### src/dlcr_pkg.sv
// package for the dust low-complexity region finder
// holds sizes, payload structs, the sequencer state type and the shared status struct
// no dependencies
package dlcr_pkg;

	localparam int WINDOW        = 64;
	localparam int TRIPLET_LEN   = 3;
	localparam int MAX_INTERVALS = 64;

	localparam int RING     = WINDOW - TRIPLET_LEN + 1;
	localparam int WORD_W   = 2 * TRIPLET_LEN;
	localparam int NWORDS   = 1 << WORD_W;
	localparam int POS_W    = 31;
	localparam int THR_W    = 8;
	localparam int FILL_W   = $clog2(RING + 1);
	localparam int RIDX_W   = $clog2(RING);
	localparam int CNT_W    = FILL_W;
	localparam int TOT_W    = $clog2(RING * (RING - 1) / 2 + 1);
	localparam int ICNT_W   = $clog2(MAX_INTERVALS + 1);
	localparam int IIDX_W   = $clog2(MAX_INTERVALS);
	localparam int PROD_W   = TOT_W + THR_W + FILL_W;

	localparam logic [THR_W-1:0] THR_RESET = THR_W'(20);
	localparam int SCORE_MUL = 10;
	localparam int TRIM_MUL  = 2;
	localparam int BASE_MAX  = 3;

	typedef struct packed {
		logic [2:0] base_code;
		logic       sequence_end;
	} in_item_t;

	typedef struct packed {
		logic [POS_W-1:0] region_start;
		logic [POS_W-1:0] region_end;
		logic             last_of_run;
	} out_item_t;

	typedef struct packed {
		logic [2:0] base_code;
		logic       sequence_end;
		logic       amb;
	} q_item_t;

	typedef struct packed {
		logic [POS_W-1:0]  start;
		logic [POS_W-1:0]  stop;
		logic [TOT_W-1:0]  score;
		logic [FILL_W-1:0] len;
	} ivl_t;

	typedef struct packed {
		logic              busy;
		logic [ICNT_W-1:0] ivl_cnt;
		logic [FILL_W-1:0] fill;
		logic [FILL_W-1:0] vlen;
	} stat_t;

	typedef enum logic [4:0] {
		S_IDLE, S_AMB_RD, S_AMB_EM, S_CMP_RD, S_CMP_DO,
		S_OLD_RD, S_OLD_CNT, S_OLD_UPD, S_NEW_CNT, S_NEW_UPD,
		S_TRIM_RD, S_TRIM_CNT, S_TRIM_UPD, S_CHK,
		S_SRC_RD, S_SRC_CNT, S_SRC_UPD, S_SRC_TST,
		S_SCN_RD, S_SCN_DO, S_DEC, S_SHF_RD, S_SHF_WR, S_INS, S_FIN
	} state_t;

endpackage

### src/dlcr_front.sv
// front part: accepts input transfers, classifies them and queues them
// depends on dlcr_pkg
module dlcr_front
	import dlcr_pkg::*;
(
	input  logic             clk,
	input  logic             arst_n,
	input  logic [THR_W-1:0] thr,
	input  logic             in_valid,
	output logic             in_ready,
	input  in_item_t         in_data,
	output logic             q_valid,
	input  logic             q_ready,
	output q_item_t          q_item
);

	q_item_t    ent_q [2];
	logic       wr_q;
	logic       rd_q;
	logic [1:0] n_q;
	logic       push;
	logic       pop;
	q_item_t    cls;

	always_comb begin
		cls.base_code    = in_data.base_code;
		cls.sequence_end = in_data.sequence_end;
		cls.amb          = in_data.sequence_end || (in_data.base_code > 3'(BASE_MAX))
			|| (thr == '0);
	end

	assign in_ready = (n_q != 2'd2);
	assign q_valid  = (n_q != 2'd0);
	assign q_item   = ent_q[rd_q];
	assign push     = in_valid && in_ready;
	assign pop      = q_ready && q_valid;

	always_ff @(posedge clk) begin
		if (push) begin
			ent_q[wr_q] <= cls;
		end
	end

	always_ff @(posedge clk or negedge arst_n) begin
		if (!arst_n) begin
			wr_q <= 1'b0;
			rd_q <= 1'b0;
			n_q  <= 2'd0;
		end else begin
			if (push) begin
				wr_q <= ~wr_q;
			end
			if (pop) begin
				rd_q <= ~rd_q;
			end
			n_q <= n_q + 2'(push) - 2'(pop);
		end
	end

endmodule

### config.mk
export PLATFORM = sky130hd
export DESIGN_NAME = dlcr_front
export DESIGN_NICKNAME = d
export VERILOG_FILES = /design/src/dlcr_pkg.sv /design/src/dlcr_front.sv
export SDC_FILE = /design/constraint.sdc
export NUM_CORES = 1
export LEC_CHECK = 0
export BUFFER_PORTS_ARGS = -buffer_cell sky130_fd_sc_hd__buf_2
export CAP_MARGIN = 5
export CORE_MARGIN = 2
export CORE_UTILIZATION = 44
export CTS_BUF_LIST = sky130_fd_sc_hd__clkbuf_8
export CTS_CLUSTER_SIZE = 40
export DETAILED_ROUTE_END_ITERATION = 10
export GPL_TIMING_DRIVEN = 1
export PLACE_DENSITY = 0.72
export SLEW_MARGIN = 10
export SYNTH_ARGS = -nofsm -noshare
export SYNTH_HDL_FRONTEND = slang
export SYNTH_SLANG_ARGS = --single-unit
export TNS_END_PERCENT = 5
### constraint.sdc
create_clock -name clk -period 1.25 [get_ports clk]
set_input_delay 0.1875 -clock clk [delete_from_list [all_inputs] [get_ports clk]]
set_output_delay 0.1875 -clock clk [all_outputs]
set_load 0.05 [all_outputs]
== Word-level counts from Yosys, hierarchy flattened ==
Memories as Yosys holds them, arrays and structs flattened.
Cells that the tools add are included.
Word-level totals
  register bits after elaboration: 4
  bits in writable memories: 10
  bits of input ports: 16
  output and inout bits: 7
  memories: 1
Memory list
  ent_q: depth 2, width 5, rd ports 1, clocked after Yosys merged registers in 0, write ports 1, line dlcr_front.sv:17  | q_item_t ent_q [2];
Operators by class
  $add $sub $neg: 2
  order comparisons: 1
  eq/ne operators: 1
  muxes and demuxes: 2
  bitwise logic cells: 2
  reduce and logical (&&, ||, !) cells: 6
Operator list (count)
  $logic_not 8->1: 1
  $gt 3x2->1 const B: 1
  $add 2x1->2: 1
  $logic_and 1x1->1: 2
  $logic_or 1x1->1: 2
  $mux 1: 2
  $ne 2x2->1 const B: 1
  $not 1->1: 2
  $reduce_bool 2->1: 1
  $sub 2x1->2: 1

== Logic depth before layout (Yosys ltp) ==
Gate-level depths: netlist (run 1).
  depth after elaboration: 4
  depth in mapped cells: 5

== Worst setup path before layout (run 1) ==
No wires, ideal clock.
  kind: flip-flop to flip-flop
  start point: reg n_q[0]
  end point: mem ent_q[0][0] (netlist bit), enable pin
  setup time: 0.340 ns
  arrival: 1.305 ns
  data required time: 0.910 ns
  setup slack: -0.395 ns
  cell stages (with the launch flop): 4
  path through: dfrtp_1 > nand2b_1 > nand2_1 > nor2_1
Between the ends
  cells in the longest elaborated chain, start to end: 4
Ends and longest elaborated chain
  from (decl): line dlcr_front.sv:20  | logic [1:0] n_q;
  from (signal assigned): line dlcr_front.sv:56  | n_q <= n_q + 2'(push) - 2'(pop);
  $ne 2x2->1: line dlcr_front.sv:32  | assign in_ready = (n_q != 2'd2);
  via in_ready: line dlcr_front.sv:10  | output logic in_ready,
  $logic_and 1x1->1: line dlcr_front.sv:35  | assign push = in_valid && in_ready;
  $mux 1: line dlcr_front.sv:39  | if (push) begin
  $mux 1 (not written as such): line dlcr_front.sv:40  | ent_q[wr_q] <= cls;
  to (decl): line dlcr_front.sv:17
The timed path passes the listed nets, and every way through them passes these cells.

==> flow_summary.json, run 1 <==
{
  "nFillCells": 90,
  "min_period_over_period": 1.11,
  "clk_latency_ps": 240,
  "clock-sinks": 14,
  "pre_cts_slack_ps": 20.3,
  "tns_ps": -717,
  "ant_nets": 0,
  "rsz0062_at_grt": "true",
  "synth.largest_area_cell": "edfxtp_1",
  "die_area_um2": 1680,
  "clk_pin_slew_ps": 60,
  "ios": 23,
  "worstMarginPinSlew_ps": 245,
  "numPortBuffers": 22,
  "cts-buffers-inserted": 3,
  "synth_nets": 58,
  "grt_max_degree": 9,
  "initial_utilization": 0.468,
  "period_needed_ps": 1380,
  "drc": 0,
  "cp_max_fo": 6,
  "grt_pass1_wl_um": 1640,
  "htreeDepth": 1,
  "setup_viol": 6,
  "grt-ovfl-total": 0,
  "yosysSeqAreaShare": 0.665,
  "maxCapViolations": 0,
  "violations": "negative setup slack",
  "r2r_end": "n_q[1]$_DFF_PN0_",
  "slew_violations": 0,
  "antenna_found_initial": 0,
  "power_density_nw_per_um2": 2620,
  "nets": 89,
  "area_delta_synth_final_pct": 48.9,
  "slew_headroom": 0.835,
  "ys_ff_latch": 14,
  "ys_warn_count": 0,
  "viasPerCell": 5.01,
  "grt_use_total": 0.161,
  "root_buffer": "clkbuf_8",
  "hold_viol_final": 0,
  "routed_wl_um": 1160,
  "hp-start": "in_data[2]",
  "whs_endpoint": "ent_q[0][3]$_DFFE_PP_",
  "dp_hpwl_um": 786,
  "die_h_um": 41.0,
  "ir_worst_vdd_mv": 2.08,
  "finClkSkew_ps": 0.290,
  "dpl_cell_area_um2": 756,
  "fp.dieW_um": 41.0,
  "vias": 431,
  "register_area_um2": 404,
  "multiInputGateArea_um2": 234,
  "crit_type": "flip-flop to primary output",
  "antenna_cells": 0,
  "cts_tree": "built",
  "rr_worst_depth": 5,
  "drt_iter0_markers": 10,
  "crit_path_start": "rd_q$_DFFE_PN0P_",
  "worst_slack_ps": -131,
  "status": "complete, but fails checks",
  "fp.coreArea_um2": 1280,
  "place_congestion": 0.810,
  "wl_per_cell_um": 13.4,
  "whs_path_depth": 1,
  "fin_area_um2": 896,
  "synth_top_area_frac": 0.499,
  "reg2reg_setup_slack_ps": 10,
  "syn_inst": 41,
  "synth.area.top_cells": "edfxtp_1, dfrtp_1, mux2_2",
  "clockBufferDepth": 2,
  "netlist_area_um2": 602,
  "worstPathRequired_ps": 1060,
  "drt_pass1_iterations": 4,
  "syn_area_per_cell_um2": 14.7,
  "worstReg2RegStart": "n_q[1]$_DFF_PN0_",
  "min_path_type": "primary input to flip-flop",
  "grt_pass1_vias": 368,
  "drive_gt1_frac": 0.592,
  "synth.distinct_cells": 19,
  "p_leak_nw": 0.387,
  "start_kind": "flip-flop",
  "cp-end-kind": "primary output",
  "crit_arrival_ps": 1190,
  "max_freq_mhz": 724,
  "rows": 13
}
==> cells in the final DEF (no fill, tap or decap) <==
cell type	n
clkbuf_8	3
a21bo_1	1
nand2b_4	1
a211o_1	1
edfxtp_1	10
nor2_4	1
nor4_1	2
buf_6	7
buf_4	4
xnor2_1	3
a32oi_1	1
ha_1	1
and3_2	1
nor2b_1	1
mux2_4	5
or2_2	1
dfrtp_1	1
nand2_2	1
nand2_1	1
clkinv_1	1
nand3_1	1
dfrtp_2	3
a211oi_1	1
o21ai_0	1
dlygate4sd3_1	1
nor2_1	2
buf_2	15
==> Yosys cell counts, drive strengths merged <==
cell	n
ha	1
and3	1
a211o	1
or2	1
nor2b	1
buf	1
a32oi	1
nand2b	1
nor2	3
nand2	2
nor4	2
o21ai	1
mux2	5
dfrtp	4
a211oi	1
a21bo	1
nand3	1
edfxtp	10
xnor2	3
==> critical path, stage by stage, from the launching register on <==
cell	delay [ps]
dfrtp_2	470
mux2_4	330
buf_6	150
==> worst max-delay path by stage <==
stage / to / slack (ps)
global placement: ent_q[1][2]$_DFFE_PP_ / 20
floorplan: ent_q[0][0]$_DFFE_PP_ / 20
detailed placement: q_item[0] / 20
global route: q_item[0] / -160
CTS: q_item[1] / -120
finish: q_item[0] / -130
==> registers in the layout, summed over array words and instances (netlist names) <==
name   cells
n_q        2
rd_q       1
wr_q       1
ent_q     10
==> where the power goes <==
part / leakage, nW / switching, W / internal, W
Clock: 0.0231 / 0.000150 / 0.000217
Sequential: 0.136 / 0.000129 / 0.000665
Combinational: 0.228 / 0.000641 / 0.000545
Total: 0.387 / 0.000920 / 0.00143
==> through the flow <==
step,total power (W),hold WS [ps],instances,utilization
finish,0.00235,141,86,0.697
floorplan,0.00150,-108,41,-
global placement,0.00169,-0.0414,79,0.588
CTS,0.00228,145,86,0.677
detailed placement,0.00171,2.38,79,0.588
global route,0.00247,140,86,0.697
==> metal layers <==
layer / GRT usage / share of wire
met4: 0.0500 / 0
met5: 0 / 0
met1: 0.213 / 0.40
met3: 0.0652 / 0.051
met2: 0.238 / 0.54
==> area by class of cell <==
cell class	count	area share
Sequential cell	14	0.451
Clock inverter	1	0.00419
Tap cell	15	0.0209
Clock buffer	3	0.0461
Multi-Input combinational cell	26	0.261
Timing Repair Buffer	27	0.216
==> kinds of logic after synthesis <==
logic type | Yosys count | synth area share
xor+xnor | 3 | 0.0437
simple gates | 12 | 0.102
buf+inv | 1 | 0.00831
mux | 5 | 0.0935
compound gates | 5 | 0.0665
flops | 14 | 0.665
fa+ha+maj | 1 | 0.0208
==> timing repair <==
action	CTS	global route
hold buffers	1	0
setup endpoints to repair	12	19
hold endpoints to repair	4	0
buffers inserted	2	0
pin swaps	0	0
gates resized for setup	16	8
No activity file was read; power rests on OpenSTA's default activity.
==> inputs of run 2 (changes only) <==
--- a/config.mk
+++ b/config.mk
@@ -7,13 +7,13 @@
 export LEC_CHECK = 0
 export BUFFER_PORTS_ARGS = -buffer_cell sky130_fd_sc_hd__buf_2
 export CAP_MARGIN = 5
-export CORE_MARGIN = 2
-export CORE_UTILIZATION = 44
+export CORE_AREA = 2 2 39 41
 export CTS_BUF_LIST = sky130_fd_sc_hd__clkbuf_8
 export CTS_CLUSTER_SIZE = 40
 export DETAILED_ROUTE_END_ITERATION = 10
+export DIE_AREA = 0 0 41 43
 export GPL_TIMING_DRIVEN = 1
-export PLACE_DENSITY = 0.72
+export PLACE_DENSITY = 0.71
 export SLEW_MARGIN = 10
 export SYNTH_ARGS = -nofsm -noshare
 export SYNTH_HDL_FRONTEND = slang
==> constraint.sdc (replaced) <==
create_clock -name clk -period 1.7 [get_ports clk]
set_input_delay 0.255 -clock clk [delete_from_list [all_inputs] [get_ports clk]]
set_output_delay 0.255 -clock clk [all_outputs]
set_load 0.05 [all_outputs]
==> flow_summary.json, run 2 (synthesized netlist as in run 1, its figures left out) <==
{
  "status": "complete, no violations",
  "antenna_cells": 0,
  "antenna_found_initial": 0,
  "nFillCells": 121,
  "tns_ps": 0,
  "worstPathRequired_ps": 1440,
  "worstReg2RegStart": "n_q[0]$_DFF_PN0_",
  "dp_hpwl_um": 772,
  "fin_area_um2": 782,
  "dpl_cell_area_um2": 727,
  "clockBufferDepth": 2,
  "cp_max_fo": 6,
  "utilization": 0.565,
  "finClkSkew_ps": 5.38,
  "crit_path_start": "rd_q$_DFFE_PN0P_",
  "final_cell_mix": "buf_2, edfxtp_1, mux2_2",
  "grt_max_degree": 9,
  "cp-end-kind": "primary output",
  "clock-sinks": 14,
  "drt_iter0_markers": 5,
  "cts_resized": 0,
  "hold_viol_final": 0,
  "clk_latency_ps": 240,
  "initial_utilization": 0.435,
  "htreeDepth": 1,
  "cts-buffers-inserted": 3,
  "drc": 0,
  "grt_pass1_wl_um": 1680,
  "drt_pass1_iterations": 4,
  "die_h_um": 43,
  "routed_wl_um": 1030,
  "die_area_um2": 1760,
  "slew_headroom": 0.691,
  "rsz0062_at_grt": "false",
  "cts_tree": "built",
  "post_cts_buffers": 0,
  "min_path_type": "primary input to flip-flop",
  "start_kind": "flip-flop",
  "grt-ovfl-total": 0,
  "hp-start": "in_data[2]",
  "fp.dieW_um": 41,
  "layout_commonest_cell": "buf_2",
  "setup_viol": 0,
  "wl_per_cell_um": 12.4,
  "largest_reg_flops": 10,
  "maxCapViolations": 0,
  "crit_type": "flip-flop to primary output",
  "slew_violations": 0,
  "crit_arrival_ps": 1280,
  "worstMarginPinSlew_ps": 462,
  "nets": 85,
  "p_leak_nw": 0.326,
  "grt_use_total": 0.152,
  "rows": 14,
  "ant_nets": 0,
  "fp.coreArea_um2": 1380,
  "period_needed_ps": 1530,
  "vias": 411,
  "place_congestion": 0.686,
  "root_buffer": "clkbuf_8",
  "min_period_over_period": 0.902,
  "power_density_nw_per_um2": 1860,
  "regMostFlops": "ent_q",
  "area_delta_synth_final_pct": 29.9,
  "clk_pin_slew_ps": 50,
  "viasPerCell": 4.95,
  "top_regs": "ent_q x10, n_q x2",
  "drive_gt1_frac": 0.463,
  "max_freq_mhz": 652,
  "ios": 23,
  "grt_pass1_vias": 391,
  "numPortBuffers": 22,
  "ir_worst_vdd_mv": 1.33
}
-- run 2: power breakdown --
group	internal, W	switching, W
registers	0.000482	0.0000865
logic	0.000208	0.000411
clock network	0.000159	0.000109
-- run 2: path summary, 6_finish.rpt --
path,slack (ps),cells after the start,end
min in group asynchronous,360,2,wr_q$_DFFE_PN0P_
max in group asynchronous,1220,2,n_q[1]$_DFF_PN0_
worst max-delay path,170,2,q_item[1]
worst min-delay path,200,1,ent_q[0][3]$_DFFE_PP_
worst min register to register,510,1,wr_q$_DFFE_PN0P_
worst max register to register,280,3,ent_q[0][3]$_DFFE_PP_
-- run 2: what timing repair did --
| action | in CTS | in global routing |
|---|---|---|
| hold endpoints to repair | 4 | 0 |
| hold buffers | 1 | 0 |
| setup endpoints to repair | 0 | 0 |
-- run 2: routing by layer --
| metal | track usage | part of all wire |
|---|---|---|
| met4 | 0.100 | 0.019 |
| met1 | 0.182 | 0.45 |
| met2 | 0.222 | 0.49 |
| met3 | 0.0471 | 0.041 |
| met5 | 0 | 0 |
-- run 2: layout make-up --
cell class                      count  area, um2  area share
Sequential cell                    14        400       0.512
Multi-Input combinational cell     26        196       0.251
Timing Repair Buffer               23        120       0.154
Clock buffer                        3       41.3      0.0528
Tap cell                           16       20.0      0.0256
Clock inverter                      1       3.75     0.00480
-- run 2: worst max-delay path, stage by stage, from the launching register on --
cell	delay (ps)
dfrtp_1	470
mux2_2	360
buf_2	210
-- run 2: metrics by stage --
step / total power (W) / hold WS (ps) / std cells / worst slack [ps]
after CTS: 0.00148 / 199 / 83 / 144
after global routing: 0.00155 / 204 / 83 / 95.5
after floorplan: 0.00107 / -40.6 / 41 / 55.0
after global placement: 0.00119 / 63.5 / 78 / 297
after detailed placement: 0.00120 / 65.7 / 78 / 292
final: 0.00146 / 205 / 83 / 167
